<file path="src/rtl/rycc_pkg.sv">
// rycc_pkg: types, fixed-point widths and coefficient tables for the colour converter
// no dependencies; imported by rycc_dot and rgb_ycbcr_color_converter
package rycc_pkg;

  localparam int COEF_FRAC_BITS = 16;
  // sign plus two integer bits covers the largest weight (about 2.11)
  localparam int COEF_W = COEF_FRAC_BITS + 3;
  // operands range -128..255 after the offset removal
  localparam int X_W    = 9;
  localparam int PROD_W = COEF_W + X_W;
  localparam int ACC_W  = PROD_W + 2;
  localparam int T_W    = ACC_W - COEF_FRAC_BITS;

  localparam logic REQ_FWD  = 1'b0;
  localparam logic REQ_INV  = 1'b1;
  localparam logic MODE_709 = 1'b0;
  localparam logic MODE_601 = 1'b1;

  typedef logic signed [COEF_W-1:0] coef_t;
  typedef logic signed [X_W-1:0]    x_t;
  typedef logic signed [PROD_W-1:0] prod_t;
  typedef logic signed [ACC_W-1:0]  acc_t;
  typedef logic signed [T_W-1:0]    t_t;

  typedef struct packed {
    logic       req_type;
    logic [7:0] chan_one;
    logic [7:0] chan_two;
    logic [7:0] chan_three;
  } pix_in_t;

  typedef struct packed {
    logic [7:0] res_one;
    logic [7:0] res_two;
    logic [7:0] res_three;
  } pix_out_t;

  localparam longint ONE2 = longint'(1) << (COEF_FRAC_BITS + 1);

  // half rounded away from zero on the exact ratio n/d
  localparam longint F709_YR  = (2126*219 * ONE2 + 10000*255) / (2 * 10000*255);
  localparam longint F709_YG  = (7152*219 * ONE2 + 10000*255) / (2 * 10000*255);
  localparam longint F709_YB  = (722*219  * ONE2 + 10000*255) / (2 * 10000*255);
  localparam longint F709_CBR = (2126*224 * ONE2 + 18556*255) / (2 * 18556*255);
  localparam longint F709_CBG = (7152*224 * ONE2 + 18556*255) / (2 * 18556*255);
  localparam longint F_HALF   = (5*224    * ONE2 + 10*255)    / (2 * 10*255);
  localparam longint F709_CRG = (7152*224 * ONE2 + 15748*255) / (2 * 15748*255);
  localparam longint F709_CRB = (722*224  * ONE2 + 15748*255) / (2 * 15748*255);

  localparam longint F601_YR  = (299*219 * ONE2 + 1000*255) / (2 * 1000*255);
  localparam longint F601_YG  = (587*219 * ONE2 + 1000*255) / (2 * 1000*255);
  localparam longint F601_YB  = (114*219 * ONE2 + 1000*255) / (2 * 1000*255);
  localparam longint F601_CBR = (longint'(168736)*224 * ONE2 + longint'(1000000)*255)
                                / (2 * longint'(1000000)*255);
  localparam longint F601_CBG = (longint'(331264)*224 * ONE2 + longint'(1000000)*255)
                                / (2 * longint'(1000000)*255);
  localparam longint F601_CRG = (longint'(418688)*224 * ONE2 + longint'(1000000)*255)
                                / (2 * longint'(1000000)*255);
  localparam longint F601_CRB = (longint'(81312)*224 * ONE2 + longint'(1000000)*255)
                                / (2 * longint'(1000000)*255);

  localparam longint I_Y      = (longint'(1164383562) * ONE2 + longint'(1000000000))
                                / (2 * longint'(1000000000));
  localparam longint I709_RCR = (longint'(1792741071) * ONE2 + longint'(1000000000))
                                / (2 * longint'(1000000000));
  localparam longint I709_GCB = (longint'(2132486143) * ONE2 + 64'sd10000000000)
                                / (2 * 64'sd10000000000);
  localparam longint I709_GCR = (64'sd5329093286 * ONE2 + 64'sd10000000000)
                                / (2 * 64'sd10000000000);
  localparam longint I709_BCB = (longint'(2112401786) * ONE2 + longint'(1000000000))
                                / (2 * longint'(1000000000));
  localparam longint I601_RCR = (longint'(1596026317) * ONE2 + longint'(1000000000))
                                / (2 * longint'(1000000000));
  localparam longint I601_GCB = (64'sd3917615979 * ONE2 + 64'sd10000000000)
                                / (2 * 64'sd10000000000);
  localparam longint I601_GCR = (64'sd8129674985 * ONE2 + 64'sd10000000000)
                                / (2 * 64'sd10000000000);
  localparam longint I601_BCB = (longint'(2017232218) * ONE2 + longint'(1000000000))
                                / (2 * longint'(1000000000));

  // [mode][output channel][input channel], mode 0 is BT.709
  localparam longint FWD_K [2][3][3] = '{
    '{ '{ F709_YR,  F709_YG,  F709_YB  },
       '{ -F709_CBR, -F709_CBG, F_HALF  },
       '{ F_HALF,   -F709_CRG, -F709_CRB } },
    '{ '{ F601_YR,  F601_YG,  F601_YB  },
       '{ -F601_CBR, -F601_CBG, F_HALF  },
       '{ F_HALF,   -F601_CRG, -F601_CRB } }
  };

  localparam longint INV_K [2][3][3] = '{
    '{ '{ I_Y, 0,          I709_RCR  },
       '{ I_Y, -I709_GCB,  -I709_GCR },
       '{ I_Y, I709_BCB,   0         } },
    '{ '{ I_Y, 0,          I601_RCR  },
       '{ I_Y, -I601_GCB,  -I601_GCR },
       '{ I_Y, I601_BCB,   0         } }
  };

  function automatic coef_t coef_lookup(logic mode, logic req, logic [1:0] row,
                                        logic [1:0] col);
    longint k;
    if (req == REQ_INV) begin
      k = INV_K[mode][row][col];
    end else begin
      k = FWD_K[mode][row][col];
    end
    return coef_t'(k);
  endfunction

endpackage

</file>
<file path="src/rtl/rycc_dot.sv">
// rycc_dot: two-stage three-term dot product with the rounding half added
// depends on rycc_pkg
module rycc_dot import rycc_pkg::*; (
  input  logic  clk,
  input  coef_t k [3],
  input  x_t    x [3],
  output acc_t  acc
);

  localparam acc_t HALF = acc_t'(longint'(1) << (COEF_FRAC_BITS - 1));

  prod_t prod [3];

  always_ff @(posedge clk) begin
    for (int i = 0; i < 3; i++) begin
      prod[i] <= prod_t'(k[i] * x[i]);
    end
  end

  always_ff @(posedge clk) begin
    acc <= acc_t'(prod[0]) + acc_t'(prod[1]) + acc_t'(prod[2]) + HALF;
  end

endmodule

</file>
<file path="src/rtl/rgb_ycbcr_color_converter.sv">
// rgb_ycbcr_color_converter: top level, RGB to studio YCbCr and back, BT.601 or BT.709
// depends on rycc_pkg and rycc_dot
// done and result are registered together, after the s1, product and sum stages
// throughput: one pixel per clock, busy is always low; four register stages in line
// mode is sampled with the pixel at the start transfer
// reset (synchronous) empties the pipeline and selects BT.601
module rgb_ycbcr_color_converter import rycc_pkg::*; (
  input  logic     clk,
  input  logic     rst,
  input  logic     wr_en,
  input  logic     wr_data,
  input  logic     start,
  output logic     busy,
  input  pix_in_t  pixel,
  output logic     done,
  output pix_out_t result
);

  localparam acc_t ROUND_BIAS = acc_t'((longint'(1) << COEF_FRAC_BITS) - 1);

  logic bt601_mode;
  logic s1_valid, s2_valid, s3_valid;
  logic s1_type, s2_type, s3_type, out_type;
  logic s1_mode;
  x_t   s1_x [3];
  coef_t k [3][3];
  acc_t  acc [3];
  logic [7:0] res_next [3];

  assign busy = 1'b0;

  always_ff @(posedge clk) begin
    if (rst) begin
      bt601_mode <= MODE_601;
    end else if (wr_en) begin
      bt601_mode <= wr_data;
    end
  end

  always_ff @(posedge clk) begin
    if (rst) begin
      s1_valid <= 1'b0;
      s2_valid <= 1'b0;
      s3_valid <= 1'b0;
      done     <= 1'b0;
    end else begin
      s1_valid <= start && !busy;
      s2_valid <= s1_valid;
      s3_valid <= s2_valid;
      done     <= s3_valid;
    end
  end

  // offsets removed here so the multipliers see signed operands
  always_ff @(posedge clk) begin
    s1_type <= pixel.req_type;
    s1_mode <= bt601_mode;
    s2_type <= s1_type;
    s3_type <= s2_type;
    out_type <= s3_type;
    if (pixel.req_type == REQ_INV) begin
      s1_x[0] <= x_t'({1'b0, pixel.chan_one}) - x_t'(16);
      s1_x[1] <= x_t'({1'b0, pixel.chan_two}) - x_t'(128);
      s1_x[2] <= x_t'({1'b0, pixel.chan_three}) - x_t'(128);
    end else begin
      s1_x[0] <= x_t'({1'b0, pixel.chan_one});
      s1_x[1] <= x_t'({1'b0, pixel.chan_two});
      s1_x[2] <= x_t'({1'b0, pixel.chan_three});
    end
  end

  always_comb begin
    for (int r = 0; r < 3; r++) begin
      for (int c = 0; c < 3; c++) begin
        k[r][c] = coef_lookup(s1_mode, s1_type, 2'(r), 2'(c));
      end
    end
  end

  for (genvar ch = 0; ch < 3; ch++) begin : g_chan
    rycc_dot u_dot (
      .clk (clk),
      .k   (k[ch]),
      .x   (s1_x),
      .acc (acc[ch])
    );

    acc_t acc_adj;
    t_t   t;
    logic signed [T_W:0] v, lo, hi;

    // truncation toward zero on the shifted sum, then offset and clamp
    always_comb begin
      acc_adj = acc[ch] + (acc[ch][ACC_W-1] ? ROUND_BIAS : acc_t'(0));
      t       = acc_adj[ACC_W-1:COEF_FRAC_BITS];
      if (s3_type == REQ_INV) begin
        lo = (T_W+1)'(0);
        hi = (T_W+1)'(255);
        v  = (T_W+1)'(t);
      end else if (ch == 0) begin
        lo = (T_W+1)'(16);
        hi = (T_W+1)'(235);
        v  = (T_W+1)'(t) + (T_W+1)'(16);
      end else begin
        lo = (T_W+1)'(16);
        hi = (T_W+1)'(240);
        v  = (T_W+1)'(t) + (T_W+1)'(128);
      end
      priority if (v < lo) begin
        res_next[ch] = lo[7:0];
      end else if (v > hi) begin
        res_next[ch] = hi[7:0];
      end else begin
        res_next[ch] = v[7:0];
      end
    end
  end

  always_ff @(posedge clk) begin
    result.res_one   <= res_next[0];
    result.res_two   <= res_next[1];
    result.res_three <= res_next[2];
  end

  a_done_follows_start: assert property (@(posedge clk) disable iff (rst)
    (start && !busy) |-> ##4 done)
    else $error("start transfer did not produce a result");

  a_done_has_start: assert property (@(posedge clk) disable iff (rst)
    done |-> $past(start, 4))
    else $error("result without a start transfer");

  a_fwd_range: assert property (@(posedge clk) disable iff (rst)
    (done && out_type == REQ_FWD) |->
      (result.res_one >= 8'd16 && result.res_one <= 8'd235 &&
       result.res_two >= 8'd16 && result.res_two <= 8'd240 &&
       result.res_three >= 8'd16 && result.res_three <= 8'd240))
    else $error("forward result outside studio range");

endmodule
</file>
<file path="config.mk">
export PLATFORM = sky130hd
export DESIGN_NAME = rgb_ycbcr_color_converter
export DESIGN_NICKNAME = d
export VERILOG_FILES = /design/src/rtl/rycc_pkg.sv /design/src/rtl/rycc_dot.sv /design/src/rtl/rgb_ycbcr_color_converter.sv
export SDC_FILE = /design/constraint.sdc
export NUM_CORES = 2
export LEC_CHECK = 0
export ABC_AREA = 1
export ABC_CLOCK_PERIOD_IN_PS = 21500
export BUFFER_PORTS_ARGS = -buffer_cell sky130_fd_sc_hd__buf_2
export CAP_MARGIN = 5
export CORE_ASPECT_RATIO = 1.1
export CORE_UTILIZATION = 53
export CTS_CLUSTER_DIAMETER = 60
export DETAILED_ROUTE_END_ITERATION = 10
export PLACE_DENSITY = 0.65
export SETUP_SLACK_MARGIN = 0.15
export SLEW_MARGIN = 20
export SYNTH_ARGS = -nofsm -noshare
export SYNTH_HDL_FRONTEND = slang
export SYNTH_SLANG_ARGS = --single-unit
</file>
<file path="constraint.sdc">
create_clock -name clk -period 21.5 [get_ports clk]
set_input_delay 1.075 -clock clk [delete_from_list [all_inputs] [get_ports clk]]
set_output_delay 1.075 -clock clk [all_outputs]
set_load 0.005 [all_outputs]
</file>
**Word level (Yosys, flattened, before mapping)**

Memory sizes are Yosys's and may differ from the RTL's.
Index checks and enable logic that the tools add are counted.

- Register bits: 150
- Bits in writable memories: 252
- Input port bits: 30
- Output and inout bits: 26
- Logic and storage cells: 90
- Memories kept: 3

Memory list:

| memory | words | bits a word | rd ports | clocked after Yosys merged registers in | wr ports | RTL line | text |
|---|---|---|---|---|---|---|---|
| g_chan[0].u_dot.prod | 3 | 28 | 3 | 0 | 3 | rycc_dot.sv:12 | `prod_t prod [3];` |
| g_chan[1].u_dot.prod | 3 | 28 | 3 | 0 | 3 | rycc_dot.sv:12 |  |
| g_chan[2].u_dot.prod | 3 | 28 | 3 | 0 | 3 | rycc_dot.sv:12 |  |

- Add/subtract/negate cells: 18
- Multipliers: 9
- $lt $le $gt $ge: 7
- Muxes and demuxes: 31
- Bitwise operators: 1

Operators by type and width:

| cell | number |
|---|---|
| $mux W531 | 4 |
| $mux W527 | 1 |
| $mux W399 | 1 |
| $mul A19 B9 Y28 | 9 |
| $mux W19 | 9 |
| $add A29 B28 Y30 | 3 |
| $add A30 B17 Y30 | 3 |
| $add A30 B17 Y30 const B | 3 |
| $add A28 B28 Y29 | 3 |
| $mux W16 | 3 |
| $mux W8 | 6 |
| $gt A15 B15 Y1 | 3 |
| $lt A15 B15 Y1 | 3 |
| $mux W15 | 3 |
| $add A14 B9 Y15 const B | 2 |
| $mux W26 | 1 |
| $sub A8 B8 Y9 const B | 2 |
| $add A14 B6 Y15 const B | 1 |
| $mux W5 | 2 |
| $sub A8 B5 Y9 const B | 1 |
| $mux W4 | 1 |
| $ge A2 B2 Y1 const B | 1 |
| $not A1 Y2 | 1 |

**Longest topological paths before layout**

- Depth after elaboration: 7
- Gate-level depth with buffers: 33
- Depth with buffers taken out: 29

**By module**

From an unflattened synthesis, not the netlist that was laid out.

- Cell total of the unflattened synthesis: 10976
- Area, all modules: 79657.6 um2

Modules (own cells, without submodules):

| module | times used | cells an instance | area an instance (um2) | seq. area each (um2) |
|---|---|---|---|---|
| rycc_dot (g_chan[2].u_dot) | 1 | 3314 | 24402.2 | 2282.2 |
| rycc_dot (g_chan[1].u_dot) | 1 | 3289 | 24370.9 | 2282.2 |
| rycc_dot (g_chan[0].u_dot) | 1 | 3275 | 24358.4 | 2282.2 |
| rgb_ycbcr_color_converter | 1 | 1098 | 6526.3 | 1201.2 |

**Worst setup path after synthesis**

No wires, ideal clock.

- Kind: reg2reg
- Start: register s1_type
- End: memory g_chan[1].u_dot.prod[0][27] (netlist bit)
- Library setup time: 113 ps
- Arrival: 6644 ps
- Required time: 21387 ps
- Setup slack: 14744 ps
- Cell stages (with the launch flop): 29
- Buffers on the path: 5
- Clock period less this slack: 6756 ps
- Cell sequence: dfxtp_1 -> clkbuf_1 -> clkbuf_1 -> buf_1 -> inv_1 -> ha_1 -> clkbuf_1 -> clkbuf_1 -> nor2_1 -> inv_1 -> fa_1 -> fa_1 -> inv_1 -> fa_1 -> fa_1 -> fa_1 -> ha_1 -> a21oi_1 -> nand2_1 -> a21oi_1 -> o21ai_1 -> a21boi_0 -> o21ai_1 -> a21boi_1 -> o21bai_1 -> a21oi_1 -> o21ai_1 -> nor2_1 -> nor2_1

RTL lines:

| what | RTL line | text |
|---|---|---|
| start: declaration | rgb_ycbcr_color_converter.sv:23 | `logic s1_type, s2_type, s3_type, out_type;` |
| start signal: assignment | rgb_ycbcr_color_converter.sv:56 | `s1_type <= pixel.req_type;` |
| end: declaration | rycc_dot.sv:12 |  |

==> out/results.txt <==
Core area: 0.104 mm²
Via count: 40600
CP Class: reg2reg
P&R area growth vs syn: 6.87%
Grt ovf: 0
Worst Skew: 0.0302 ns
Iter 0 DRT Violations: 2327
Max_slew headroom: 20.6%
Critical path launch point type: flip-flop
Tmin final: 7.66 ns
CTS tree: done
Outcome: completed
Initial antenna violation count: 4
TritonCTS Sinks: 400
Total CTS buffers: 52
F_max: 131 MHz
Commonest non-fill, non-tap cell in the layout: inv_1
Clk pin slew, worst setup/hold paths: 0.06 ns
Final wirelength: 156000 µm
Row count: 124
Drt via density: 5.24
Critical Path RT: 22.05 ns
Final #Nets: 8179
Number of flops mapped to enable cells by yosys: 0
RSZ-0062 raised after global routing: no
Most frequent cells in the layout: inv_1 (1431), ha_1 (967), nand2_1 (880)
Top-area cell type share of the netlist area: 30.8%
Register area share after synthesis: 14.3%
Async S/R FF share, synth: 0%
Setup slack after layout: 13.84 ns
Cell taking the most area after synthesis: fa_1
IO Port Bufs: 54
Worst-Margin Slew: 1.19 ns
Clock Path Buffers: 3
Largest net degree at the start of global routing: 45
Crit path DAT: 8.21 ns
Pre-CTS setup slack: 13.90 ns
Worst setup EP type: flip-flop
Post-Synthesis Cell Area: 0.0559 mm²
# resized after CTS: 0
H-tree level count: 2
WL per Instance: 20.1 µm
Unique masters post-synth: 60
Reg-to-reg slack, setup: 13.84 ns
Syn avg cell area: 8.96 µm²
Initial core utilization: 53.6%
Final hold violations: 0
Number of global-route vias before repair: 42400
Share of cells above drive strength 1: 3.96%
Max FO, Critical Path: 44
Flops & latches, synth: 400
CTS Root Cell: clkbuf_16
Setup repair bufs after CTS: 0
First-pass iteration count of the detailed router: 6
Area occupied by multi-input gates: 0.0423 mm²
TNS Setup: 0 ns
Die width: 312 µm
Die area: 0.107 mm²
Global placer's final weighted congestion: 1.00
Mapped Cells: 6236
Slew Limit Fails: 0
Final setup fails: 0
Fill cells: 9687
Die Span Y: 343 µm
Remaining antenna violation count: 0
Primary FF master, synth: dfxtp_1
Total of max-cap violations: 0
IO Pins: 56
Final Cycle Share: 35.6%
Largest cells by area after synthesis: fa_1 (31%), ha_1 (22%), dfxtp_1 (14%)
Register area: 0.00801 mm²
Yosys Warn Count: 0
Later-pin clock latency in the skew report: 0.66 ns
First-pass GRT wire length: 243000 µm
DRC Markers: 0
Hold crit path type: reg2reg
Post-DP HPWL: 138000 µm
Global-route usage over all layers: 29.8%
Hold buffers post-CTS: 0
flip-flops by register name (all words and copies together) (netlist names):
| signal | flops |
|---|---|
| s2_valid | 1 |
| s3_valid | 1 |
| g_chan.u_dot.acc | 90 |
| s2_type | 1 |
| s3_type | 1 |
| s1_valid | 1 |
| bt601_mode | 1 |
| done | 1 |
| result | 24 |
| s1_x | 27 |
| s1_mode | 1 |
| s1_type | 1 |
| g_chan.u_dot.prod | 250 |
worst paths after layout:
path / endpoint / start / cells after the start
min reg2reg: s1_mode / bt601_mode / 0
max reg2reg: g_chan[0].u_dot.prod[0][27] / s1_type / 27
min: s1_mode / bt601_mode / 0
max: g_chan[0].u_dot.prod[0][27] / s1_type / 27
kinds of logic (layout without fill, tap and decap cells):
family                     count (synthesis)  after routing  share of synthesized area [%]
xor gates and xnor gates                 319            319                           5.01
and+or+nand+nor                         1526           1526                           11.5
buffers and inverters                   1507           1622                           10.1
other                                      2             17                         0.0134
DFF                                      400            400                           14.3
adders and majority gates               1827           1827                           52.4
AOI/OAI and AO/OA                        655            655                           6.58
through the flow:
| step | util (%) | instance area, µm² | std cells | hold slack [ns] |
|---|---|---|---|---|
| finish | 57.3 | 59700 | 7752 | 0.355 |
| global route | 57.3 | 59700 | 7751 | 0.371 |
| CTS | 57.3 | 59700 | 7750 | 0.358 |
| detailed placement | 55.5 | 57900 | 7654 | 0.347 |
| global placement | 55.5 | 57900 | 7654 | 0.350 |
| floorplan | - | 56000 | 6249 | 0.310 |
worst max-delay path: stages (launching register included):
cell	delay, ns
dfxtp_2	0.69
buf_4	0.58
inv_1	0.29
ha_1	0.46
buf_4	0.32
nor2_1	0.41
inv_1	0.23
fa_1	0.56
inv_1	0.06
fa_1	0.48
fa_1	0.46
fa_1	0.48
ha_1	0.29
ha_1	0.35
nand2_1	0.11
nand2_1	0.08
a21oi_1	0.13
nand2_1	0.09
a21boi_1	0.24
o21ai_2	0.10
a21boi_0	0.27
o21ai_0	0.17
a21boi_1	0.21
o21ai_0	0.16
nand2_1	0.09
inv_1	0.05
o21bai_1	0.11
nand2_1	0.05
routing by layer:
layer  GRT usage, %  vias up  wire, µm
met5              0        -        13
met4           12.6        2      7420
met3           3.46      264      7650
met2           49.7     1014     72900
met1           39.4    19700     67600
li1               -    19600         -
Yosys cell counts, types with 10 or more instances:
library cell,number
nand2_1,880
inv_1,1431
a21boi_0,10
xor2_1,195
nor2_1,340
o21a_1,13
nand2_2,20
xnor2_1,123
a31oi_1,35
a21boi_1,12
o21ai_0,133
dfxtp_1,400
a21o_1,23
fa_1,860
nand3_1,128
nand3b_1,13
ha_1,967
clkbuf_1,47
inv_2,12
a21oi_1,339
nor2_2,17
nor4_1,21
o21ai_1,20
nor3_1,30
o21bai_1,27
o221ai_1,10
o211ai_1,10
nand4_1,45
cell type report:
class	count	area share, %
multi-input combinational	4342	70.8
sequential	400	13.4
inverter	1448	9.10
tap	1386	2.90
clock buffer	66	2.42
timing repair buffer	78	0.754
clock inverter	30	0.649
antenna	2	0.00838
Power is not shown: default switching activity piles up to over one toggle a cycle in this logic, so the estimate is an artifact.
